**src/design/urtb_pkg.sv**
```systemverilog
package urtb_pkg;

    typedef enum logic [2:0]
    {
        REQ_RX_BYTE   = 3'd0,
        REQ_HOST_READ = 3'd1,
        REQ_TX_BYTE   = 3'd2,
        REQ_TX_READY  = 3'd3,
        REQ_OVF_QUERY = 3'd4
    } urtb_req_t;

    localparam int unsigned ReqWidth  = 3;
    localparam int unsigned ByteWidth = 8;

    typedef struct packed
    {
        logic accept;
    } urtb_cmd_t;

endpackage

```
**src/design/urtb_ram.sv**
```systemverilog
module urtb_ram
#(
    parameter int unsigned WIDTH = 8,
    parameter int unsigned DEPTH = 128
)
(
    input  logic                     clk,
    input  logic                     we,
    input  logic [$clog2(DEPTH)-1:0] waddr,
    input  logic [WIDTH-1:0]         wdata,
    input  logic                     re,
    input  logic [$clog2(DEPTH)-1:0] raddr,
    output logic [WIDTH-1:0]         rdata
);

    logic [WIDTH-1:0] mem_reg [DEPTH];
    logic [WIDTH-1:0] rdata_reg;

    always_ff @(posedge clk)
    begin
        if (we)
        begin
            mem_reg[waddr] <= wdata;
        end
        if (re)
        begin
            rdata_reg <= mem_reg[raddr];
        end
    end

    assign rdata = rdata_reg;

endmodule

```
**src/design/urtb_ctrl.sv**
```systemverilog
module urtb_ctrl
(
    input  logic                clk,
    input  logic                rst_n,
    input  logic                in_valid,
    output logic                in_stall,
    output logic                out_valid,
    input  logic                out_stall,
    output urtb_pkg::urtb_cmd_t cmd
);

    import urtb_pkg::*;

    typedef enum logic
    {
        ST_IDLE,
        ST_RESULT
    } state_t;

    state_t state_reg;
    state_t state_next;
    logic   accept;

    // A new beat may enter in the same cycle as the pending result leaves.
    assign in_stall  = (state_reg == ST_RESULT) && out_stall;
    assign accept    = in_valid && !in_stall;
    assign out_valid = (state_reg == ST_RESULT);
    assign cmd.accept = accept;

    always_comb
    begin
        state_next = state_reg;
        unique case (state_reg)
            ST_IDLE:
            begin
                if (accept)
                begin
                    state_next = ST_RESULT;
                end
            end
            ST_RESULT:
            begin
                if (!out_stall && !accept)
                begin
                    state_next = ST_IDLE;
                end
            end
        endcase
    end

    always_ff @(posedge clk or negedge rst_n)
    begin
        if (!rst_n)
        begin
            state_reg <= ST_IDLE;
        end
        else
        begin
            state_reg <= state_next;
        end
    end

endmodule

```
**src/design/urtb_dp.sv**
```systemverilog
module urtb_dp
#(
    parameter int unsigned RX_DEPTH = 128,
    parameter int unsigned TX_DEPTH = 128
)
(
    input  logic                clk,
    input  logic                rst_n,
    input  urtb_pkg::urtb_cmd_t cmd,
    input  logic [2:0]          req_type,
    input  logic [7:0]          rx_data,
    input  logic                rx_error,
    input  logic [7:0]          tx_data,
    input  logic                tx_first,
    input  logic [7:0]          tx_batch_len,
    output logic [7:0]          read_data,
    output logic                tx_accepted,
    output logic                send_valid,
    output logic [7:0]          send_data,
    output logic                tx_irq_enable,
    output logic [7:0]          rx_count,
    output logic                rx_empty,
    output logic                overflow_flag
);

    import urtb_pkg::*;

    localparam int unsigned RxIdxW  = $clog2(RX_DEPTH);
    localparam int unsigned TxIdxW  = $clog2(TX_DEPTH);
    localparam int unsigned RxFillW = $clog2(RX_DEPTH + 1);
    localparam int unsigned TxFillW = $clog2(TX_DEPTH + 1);
    localparam int unsigned SumW    = ((TxFillW > ByteWidth) ? TxFillW : ByteWidth) + 1;

    logic [RxIdxW-1:0]  rx_wr_idx_reg, rx_wr_idx_next;
    logic [RxIdxW-1:0]  rx_rd_idx_reg, rx_rd_idx_next;
    logic [RxFillW-1:0] rx_fill_reg, rx_fill_next;
    logic [TxIdxW-1:0]  tx_wr_idx_reg, tx_wr_idx_next;
    logic [TxIdxW-1:0]  tx_rd_idx_reg, tx_rd_idx_next;
    logic [TxFillW-1:0] tx_fill_reg, tx_fill_next;
    logic               ovf_sticky_reg, ovf_sticky_next;
    logic               tx_irq_on_reg, tx_irq_on_next;
    logic               batch_adm_reg, batch_adm_next;

    logic               rx_pop_reg, rx_pop_next;
    logic               tx_acc_reg, tx_acc_next;
    logic               tx_pop_reg, tx_pop_next;
    logic               ovf_out_reg, ovf_out_next;

    logic               rx_we, rx_re, tx_we, tx_re;
    logic [7:0]         rx_rdata, tx_rdata;
    logic [SumW-1:0]    batch_sum;
    logic [RxFillW+7:0] rx_fill_ext;
    urtb_req_t          req;

    assign req = urtb_req_t'(req_type);
    assign batch_sum = SumW'(tx_batch_len) + SumW'(tx_fill_reg);

    always_comb
    begin
        rx_wr_idx_next  = rx_wr_idx_reg;
        rx_rd_idx_next  = rx_rd_idx_reg;
        rx_fill_next    = rx_fill_reg;
        tx_wr_idx_next  = tx_wr_idx_reg;
        tx_rd_idx_next  = tx_rd_idx_reg;
        tx_fill_next    = tx_fill_reg;
        ovf_sticky_next = ovf_sticky_reg;
        tx_irq_on_next  = tx_irq_on_reg;
        batch_adm_next  = batch_adm_reg;
        rx_pop_next     = 1'b0;
        tx_acc_next     = 1'b0;
        tx_pop_next     = 1'b0;
        rx_we           = 1'b0;
        rx_re           = 1'b0;
        tx_we           = 1'b0;
        tx_re           = 1'b0;

        unique case (req)
            REQ_RX_BYTE:
            begin
                if (!rx_error)
                begin
                    if (rx_fill_reg < RxFillW'(RX_DEPTH))
                    begin
                        rx_we = 1'b1;
                        rx_wr_idx_next = (rx_wr_idx_reg == RxIdxW'(RX_DEPTH - 1)) ?
                                         '0 : rx_wr_idx_reg + 1'b1;
                        rx_fill_next = rx_fill_reg + 1'b1;
                        if (rx_fill_reg == RxFillW'(RX_DEPTH - 1))
                        begin
                            ovf_sticky_next = 1'b1;
                        end
                    end
                    else
                    begin
                        ovf_sticky_next = 1'b1;
                    end
                end
            end
            REQ_HOST_READ:
            begin
                if (rx_fill_reg != '0)
                begin
                    rx_re = 1'b1;
                    rx_pop_next = 1'b1;
                    rx_rd_idx_next = (rx_rd_idx_reg == RxIdxW'(RX_DEPTH - 1)) ?
                                     '0 : rx_rd_idx_reg + 1'b1;
                    rx_fill_next = rx_fill_reg - 1'b1;
                end
            end
            REQ_TX_BYTE:
            begin
                if (tx_first)
                begin
                    batch_adm_next = (batch_sum <= SumW'(TX_DEPTH));
                end
                if (batch_adm_next && (tx_fill_reg < TxFillW'(TX_DEPTH)))
                begin
                    tx_we = 1'b1;
                    tx_wr_idx_next = (tx_wr_idx_reg == TxIdxW'(TX_DEPTH - 1)) ?
                                     '0 : tx_wr_idx_reg + 1'b1;
                    tx_fill_next = tx_fill_reg + 1'b1;
                    tx_irq_on_next = 1'b1;
                end
                tx_acc_next = batch_adm_next;
            end
            REQ_TX_READY:
            begin
                if (tx_fill_reg != '0)
                begin
                    tx_re = 1'b1;
                    tx_pop_next = 1'b1;
                    tx_rd_idx_next = (tx_rd_idx_reg == TxIdxW'(TX_DEPTH - 1)) ?
                                     '0 : tx_rd_idx_reg + 1'b1;
                    tx_fill_next = tx_fill_reg - 1'b1;
                end
                else
                begin
                    tx_irq_on_next = 1'b0;
                end
            end
            default:
            begin
            end
        endcase

        ovf_out_next = ovf_sticky_next;
        if (req == REQ_OVF_QUERY)
        begin
            ovf_sticky_next = 1'b0;
        end

        if (!cmd.accept)
        begin
            rx_we = 1'b0;
            rx_re = 1'b0;
            tx_we = 1'b0;
            tx_re = 1'b0;
        end
    end

    always_ff @(posedge clk or negedge rst_n)
    begin
        if (!rst_n)
        begin
            rx_wr_idx_reg  <= '0;
            rx_rd_idx_reg  <= '0;
            rx_fill_reg    <= '0;
            tx_wr_idx_reg  <= '0;
            tx_rd_idx_reg  <= '0;
            tx_fill_reg    <= '0;
            ovf_sticky_reg <= 1'b0;
            tx_irq_on_reg  <= 1'b0;
            batch_adm_reg  <= 1'b0;
            rx_pop_reg     <= 1'b0;
            tx_acc_reg     <= 1'b0;
            tx_pop_reg     <= 1'b0;
            ovf_out_reg    <= 1'b0;
        end
        else if (cmd.accept)
        begin
            rx_wr_idx_reg  <= rx_wr_idx_next;
            rx_rd_idx_reg  <= rx_rd_idx_next;
            rx_fill_reg    <= rx_fill_next;
            tx_wr_idx_reg  <= tx_wr_idx_next;
            tx_rd_idx_reg  <= tx_rd_idx_next;
            tx_fill_reg    <= tx_fill_next;
            ovf_sticky_reg <= ovf_sticky_next;
            tx_irq_on_reg  <= tx_irq_on_next;
            batch_adm_reg  <= batch_adm_next;
            rx_pop_reg     <= rx_pop_next;
            tx_acc_reg     <= tx_acc_next;
            tx_pop_reg     <= tx_pop_next;
            ovf_out_reg    <= ovf_out_next;
        end
    end

    urtb_ram
    #(
        .WIDTH (ByteWidth),
        .DEPTH (RX_DEPTH)
    )
    u_rx_ram
    (
        .clk   (clk),
        .we    (rx_we),
        .waddr (rx_wr_idx_reg),
        .wdata (rx_data),
        .re    (rx_re),
        .raddr (rx_rd_idx_reg),
        .rdata (rx_rdata)
    );

    urtb_ram
    #(
        .WIDTH (ByteWidth),
        .DEPTH (TX_DEPTH)
    )
    u_tx_ram
    (
        .clk   (clk),
        .we    (tx_we),
        .waddr (tx_wr_idx_reg),
        .wdata (tx_data),
        .re    (tx_re),
        .raddr (tx_rd_idx_reg),
        .rdata (tx_rdata)
    );

    // The state registers change only when a beat is accepted, so they hold the result.
    assign rx_fill_ext   = {8'd0, rx_fill_reg};
    assign read_data     = rx_pop_reg ? rx_rdata : 8'd0;
    assign tx_accepted   = tx_acc_reg;
    assign send_valid    = tx_pop_reg;
    assign send_data     = tx_pop_reg ? tx_rdata : 8'd0;
    assign tx_irq_enable = tx_irq_on_reg;
    assign rx_count      = rx_fill_ext[7:0];
    assign rx_empty      = (rx_fill_reg == '0);
    assign overflow_flag = ovf_out_reg;

endmodule

```
**src/design/uart_rx_tx_ring_buffers.sv**
```systemverilog
// Receive and transmit ring buffers of a serial port, driven by one event per input beat
// and answering each with exactly one result beat. The result appears in the cycle after
// the event is accepted, once the buffer memory's registered read has returned the
// popped byte; a new event is taken in the same cycle as the previous result leaves, so
// with no stall on the output the block handles one event per cycle. Buffer entries hold
// no reset value, and the fill counts, indices and flags are cleared by reset.
module uart_rx_tx_ring_buffers
#(
    parameter int unsigned RX_DEPTH = 128,
    parameter int unsigned TX_DEPTH = 128
)
(
    input  logic       clk,
    input  logic       rst_n,
    input  logic       in_valid,
    output logic       in_stall,
    input  logic [2:0] req_type,
    input  logic [7:0] rx_data,
    input  logic       rx_error,
    input  logic [7:0] tx_data,
    input  logic       tx_first,
    input  logic [7:0] tx_batch_len,
    output logic       out_valid,
    input  logic       out_stall,
    output logic [7:0] read_data,
    output logic       tx_accepted,
    output logic       send_valid,
    output logic [7:0] send_data,
    output logic       tx_irq_enable,
    output logic [7:0] rx_count,
    output logic       rx_empty,
    output logic       overflow_flag
);

    import urtb_pkg::*;

    urtb_cmd_t cmd;

    urtb_ctrl u_ctrl
    (
        .clk       (clk),
        .rst_n     (rst_n),
        .in_valid  (in_valid),
        .in_stall  (in_stall),
        .out_valid (out_valid),
        .out_stall (out_stall),
        .cmd       (cmd)
    );

    urtb_dp
    #(
        .RX_DEPTH (RX_DEPTH),
        .TX_DEPTH (TX_DEPTH)
    )
    u_dp
    (
        .clk           (clk),
        .rst_n         (rst_n),
        .cmd           (cmd),
        .req_type      (req_type),
        .rx_data       (rx_data),
        .rx_error      (rx_error),
        .tx_data       (tx_data),
        .tx_first      (tx_first),
        .tx_batch_len  (tx_batch_len),
        .read_data     (read_data),
        .tx_accepted   (tx_accepted),
        .send_valid    (send_valid),
        .send_data     (send_data),
        .tx_irq_enable (tx_irq_enable),
        .rx_count      (rx_count),
        .rx_empty      (rx_empty),
        .overflow_flag (overflow_flag)
    );

endmodule

```
**config.mk**
```make
export PLATFORM = sky130hd
export DESIGN_NAME = uart_rx_tx_ring_buffers
export DESIGN_NICKNAME = d
export VERILOG_FILES = /design/src/design/urtb_pkg.sv /design/src/design/urtb_ram.sv /design/src/design/urtb_ctrl.sv /design/src/design/urtb_dp.sv /design/src/design/uart_rx_tx_ring_buffers.sv
export SDC_FILE = /design/constraint.sdc
export NUM_CORES = 2
export LEC_CHECK = 0
export ABC_AREA = 1
export BUFFER_PORTS_ARGS = -buffer_cell sky130_fd_sc_hd__buf_2
export CORE_MARGIN = 1
export CORE_UTILIZATION = 37
export DETAILED_ROUTE_END_ITERATION = 10
export GPL_TIMING_DRIVEN = 0
export SETUP_SLACK_MARGIN = 0.5
export SLEW_MARGIN = 40
export SYNTH_ARGS = -nofsm -noshare
export SYNTH_HDL_FRONTEND = slang
export SYNTH_SLANG_ARGS = --single-unit
```
**constraint.sdc**
```tcl
create_clock -name clk -period 5.5 [get_ports clk]
set_input_delay 1.1 -clock clk [delete_from_list [all_inputs] [get_ports clk]]
set_output_delay 1.1 -clock clk [all_outputs]
set_load 0.02 [all_outputs]
```
==> flow_summary.toml <==
[placed_design]
portBuffers = 63
place_hpwl_um = 253000
dp_cells = 9864
gp_congestion = 1.09
dpl-instance-area_um2 = 91000

[floorplan]
core_um2 = 228000
rows = 175
die_h_um = 482
ios = 64
die_x_um = 482
initial_core_util_pct = 37.3
die-area_um2 = 232000

[synthesis]
syn_area_per_cell_um2 = 12.6
synth_area_um2 = 85100
syn_inst = 6746
synthTopCellsByArea = "edfxtp_1, nor2_1, o21ai_0"
yosys.area.top_type_share_pct = 72.8
synth_seq_cells = 2116
syn_nets = 6806
ys_warn_count = 0
seq_area_frac_synth_pct = 74.3
yosys.area.top_type = "edfxtp_1"
synth_cell_types = 44

[worst_setup_path]
required_ns = 5.98
r2r_slack_ns = 0.78
r2r-start = "u_dp.tx_fill_reg[0]$_DFFE_PN0P_"
critPathCapture = "u_dp.u_tx_ram.mem_reg[2][4]$_DFFE_PP_"
worst-setup-path-type = "flip-flop to flip-flop"
crit_arrival_ns = 5.20
crit_start = "u_dp.tx_fill_reg[0]$_DFFE_PN0P_"
r2r-end = "u_dp.u_tx_ram.mem_reg[2][4]$_DFFE_PP_"
cp-start-kind = "flip-flop"
cp-end-kind = "flip-flop"
r2r_cells = 13
cp_max_fo = 10

[timing]
hold_slack_ns = 0.137
drv_slew = 0
timing.final.crit_share_pct = 85.7
slew_headroom_pct = 33.0
clock_skew_ns = 0.0347
tns_ns = 0
max_freq_mhz = 212
hold_viol = 0
tightest_slew_ns = 1.00
setup_viol = 0
period_needed_ns = 4.72
rsz0062_at_grt = "no"

[power_and_ir_drop]
ir_drop_mv = 0.410
switchingPower_mw = 25.6
pwr-share-seq_pct = 32.5
power_mw = 55.6
switching_share_pct = 46.1
power.leakage_nw = 31.5
clockPowerShare_pct = 25.1
share_comb_of_total_power_pct = 42.4
p_int_mw = 30.0
powerDensity_nw_per_um2 = 570

[final_layout]
final_cell_mix = "edfxtp_1, nor2_1, o21ai_0"
instances_no_fill = 10300
area_delta_synth_final_pct = 14.6
fillCellCount = 20900
fin_area_um2 = 97500
final_nets = 7127
drive_gt1_share_pct = 13.8
final_common_cell = "edfxtp_1"

[detailed_routing]
routedWlPerCell_um = 37.6
route.detailed.drc = 0
vias = 64900
firstDrtPassIters = 9
via_per_inst = 6.32
drt_iter0_drc = 12700
wl_um = 386000
antenna_left = 0

[cts]
cts-resized-gates = 0
clk_latency_ns = 0.88
ctsHoldBuffers = 0
cts_tree = "built"
clk_path_buf_depth = 3
postCtsSetupBuffers = 0
cts.sink_count = 2116
root_buffer = "clkbuf_16"
clkTransAtPathRegs_ns = 0.06
cts_max_level = 4
numCtsBuffers = 205

[global_route]
grt_max_degree = 95
antenna_found_initial = 35
grt_pass1_vias = 58800
grt_pass1_wl_um = 508000
grt_usage_pct = 32.5
grt_overflow = 0

[worst_hold_path]
holdCritPathClass = "input port to asynchronous set/reset pin"

[outcome]
status = "complete, no violations"

[run]
cap_violations = 0
==> power groups by stage <==
stage               Clock [mW]  Combinational, mW  Sequential [mW]
floorplan                    0               9.47             18.4
global placement             0               21.3             18.5
detailed placement           0               21.7             18.4
CTS                       13.8               21.7             18.1
global route              14.4               23.1             18.1
finish                    13.9               23.6             18.1
==> how the worst min path moves through the flow <==
stage,start,to,slack (ns),cells after the start
after floorplan,u_dp.ovf_sticky_reg$_DFFE_PN0P_,u_dp.ovf_sticky_reg$_DFFE_PN0P_,0.45,2
after global placement,u_dp.tx_irq_enable$_DFFE_PN0P_,u_dp.tx_irq_enable$_DFFE_PN0P_,0.46,2
after detailed placement,u_dp.tx_irq_enable$_DFFE_PN0P_,u_dp.tx_irq_enable$_DFFE_PN0P_,0.48,2
after CTS,rst_n,u_dp.rx_wr_idx_reg[2]$_DFFE_PN0P_,0.13,1
after global routing,rst_n,u_dp.rx_wr_idx_reg[4]$_DFFE_PN0P_,0.15,1
final,rst_n,u_dp.rx_wr_idx_reg[1]$_DFFE_PN0P_,0.14,1
==> through the flow <==
stage          utilization [%]  setup slack (ns)
2_1_floorplan                -              1.66
3_3_place_gp              39.1            -0.349
3_5_place_dp              39.9             0.273
4_1_cts                   42.7             0.966
6_report                  42.8             0.784
5_1_grt                   42.8             0.753
==> cell type report <==
type | count | area (um2) | share of cell area, %
Clock inverter | 112 | 955 | 0.979
Sequential cell | 2116 | 63300 | 64.9
Inverter | 122 | 458 | 0.470
Antenna cell | 20 | 50.0 | 0.0513
Timing Repair Buffer | 114 | 1210 | 1.24
Multi-Input combinational cell | 4059 | 20200 | 20.7
Tap cell | 3009 | 3760 | 3.86
Buffer | 449 | 2190 | 2.24
Clock buffer | 266 | 5420 | 5.56
==> critical path: stages (launching register included) <==
cell and delay [ns]:
dfrtp_1 0.46, ha_1 0.25, fa_1 0.43, or2_0 0.23, nor2_1 0.15, nand3_1 0.09
nor2_1 0.09, nand3_1 0.08, nand2_1 0.06, nand2_1 0.09, a21oi_4 0.24, nand3_1 0.74
buf_2 0.65, nor2_1 0.77
==> synthesized netlist by cell type, drive strengths merged <==
| cell | number |
|---|---|
| o221ai | 100 |
| fa | 3 |
| xnor2 | 6 |
| dfrtp | 52 |
| inv | 115 |
| buf | 164 |
| o31a | 1 |
| nand3 | 272 |
| xor2 | 16 |
| nand3b | 1 |
| ha | 24 |
| a21oi | 66 |
| o22ai | 304 |
| nand2 | 463 |
| edfxtp | 2064 |
| a31oi | 20 |
| nor2 | 1496 |
| o21ai | 1090 |
| and3 | 1 |
| clkbuf | 285 |
| o21a | 1 |
| nor3 | 29 |
| nor4 | 2 |
| clkinv | 7 |
| o211a | 1 |
| or2 | 3 |
| a22oi | 3 |
| nand4 | 34 |
| o211ai | 123 |
==> logic make-up after synthesis <==
logic type      Yosys count  synth area share (%)
compound gates         1709                  11.4
buf+inv                 571                  2.82
simple gates           2301                  10.8
xor+xnor                 22                 0.226
flops                  2116                  74.3
fa+ha+maj                27                 0.423
==> routing by layer <==
layer / global-route usage [%] / vias up / part of all wire (%) / wire, um
met2: 47.2 / 5994 / 42 / 163000
met5: 0 / - / 0.030 / 116
met3: 10.9 / 1435 / 14 / 55300
li1: - / 25500 / - / -
met4: 26.1 / 20 / 9.7 / 37400
met1: 39.4 / 31900 / 34 / 130000
No activity file was read; power rests on OpenSTA's default activity.
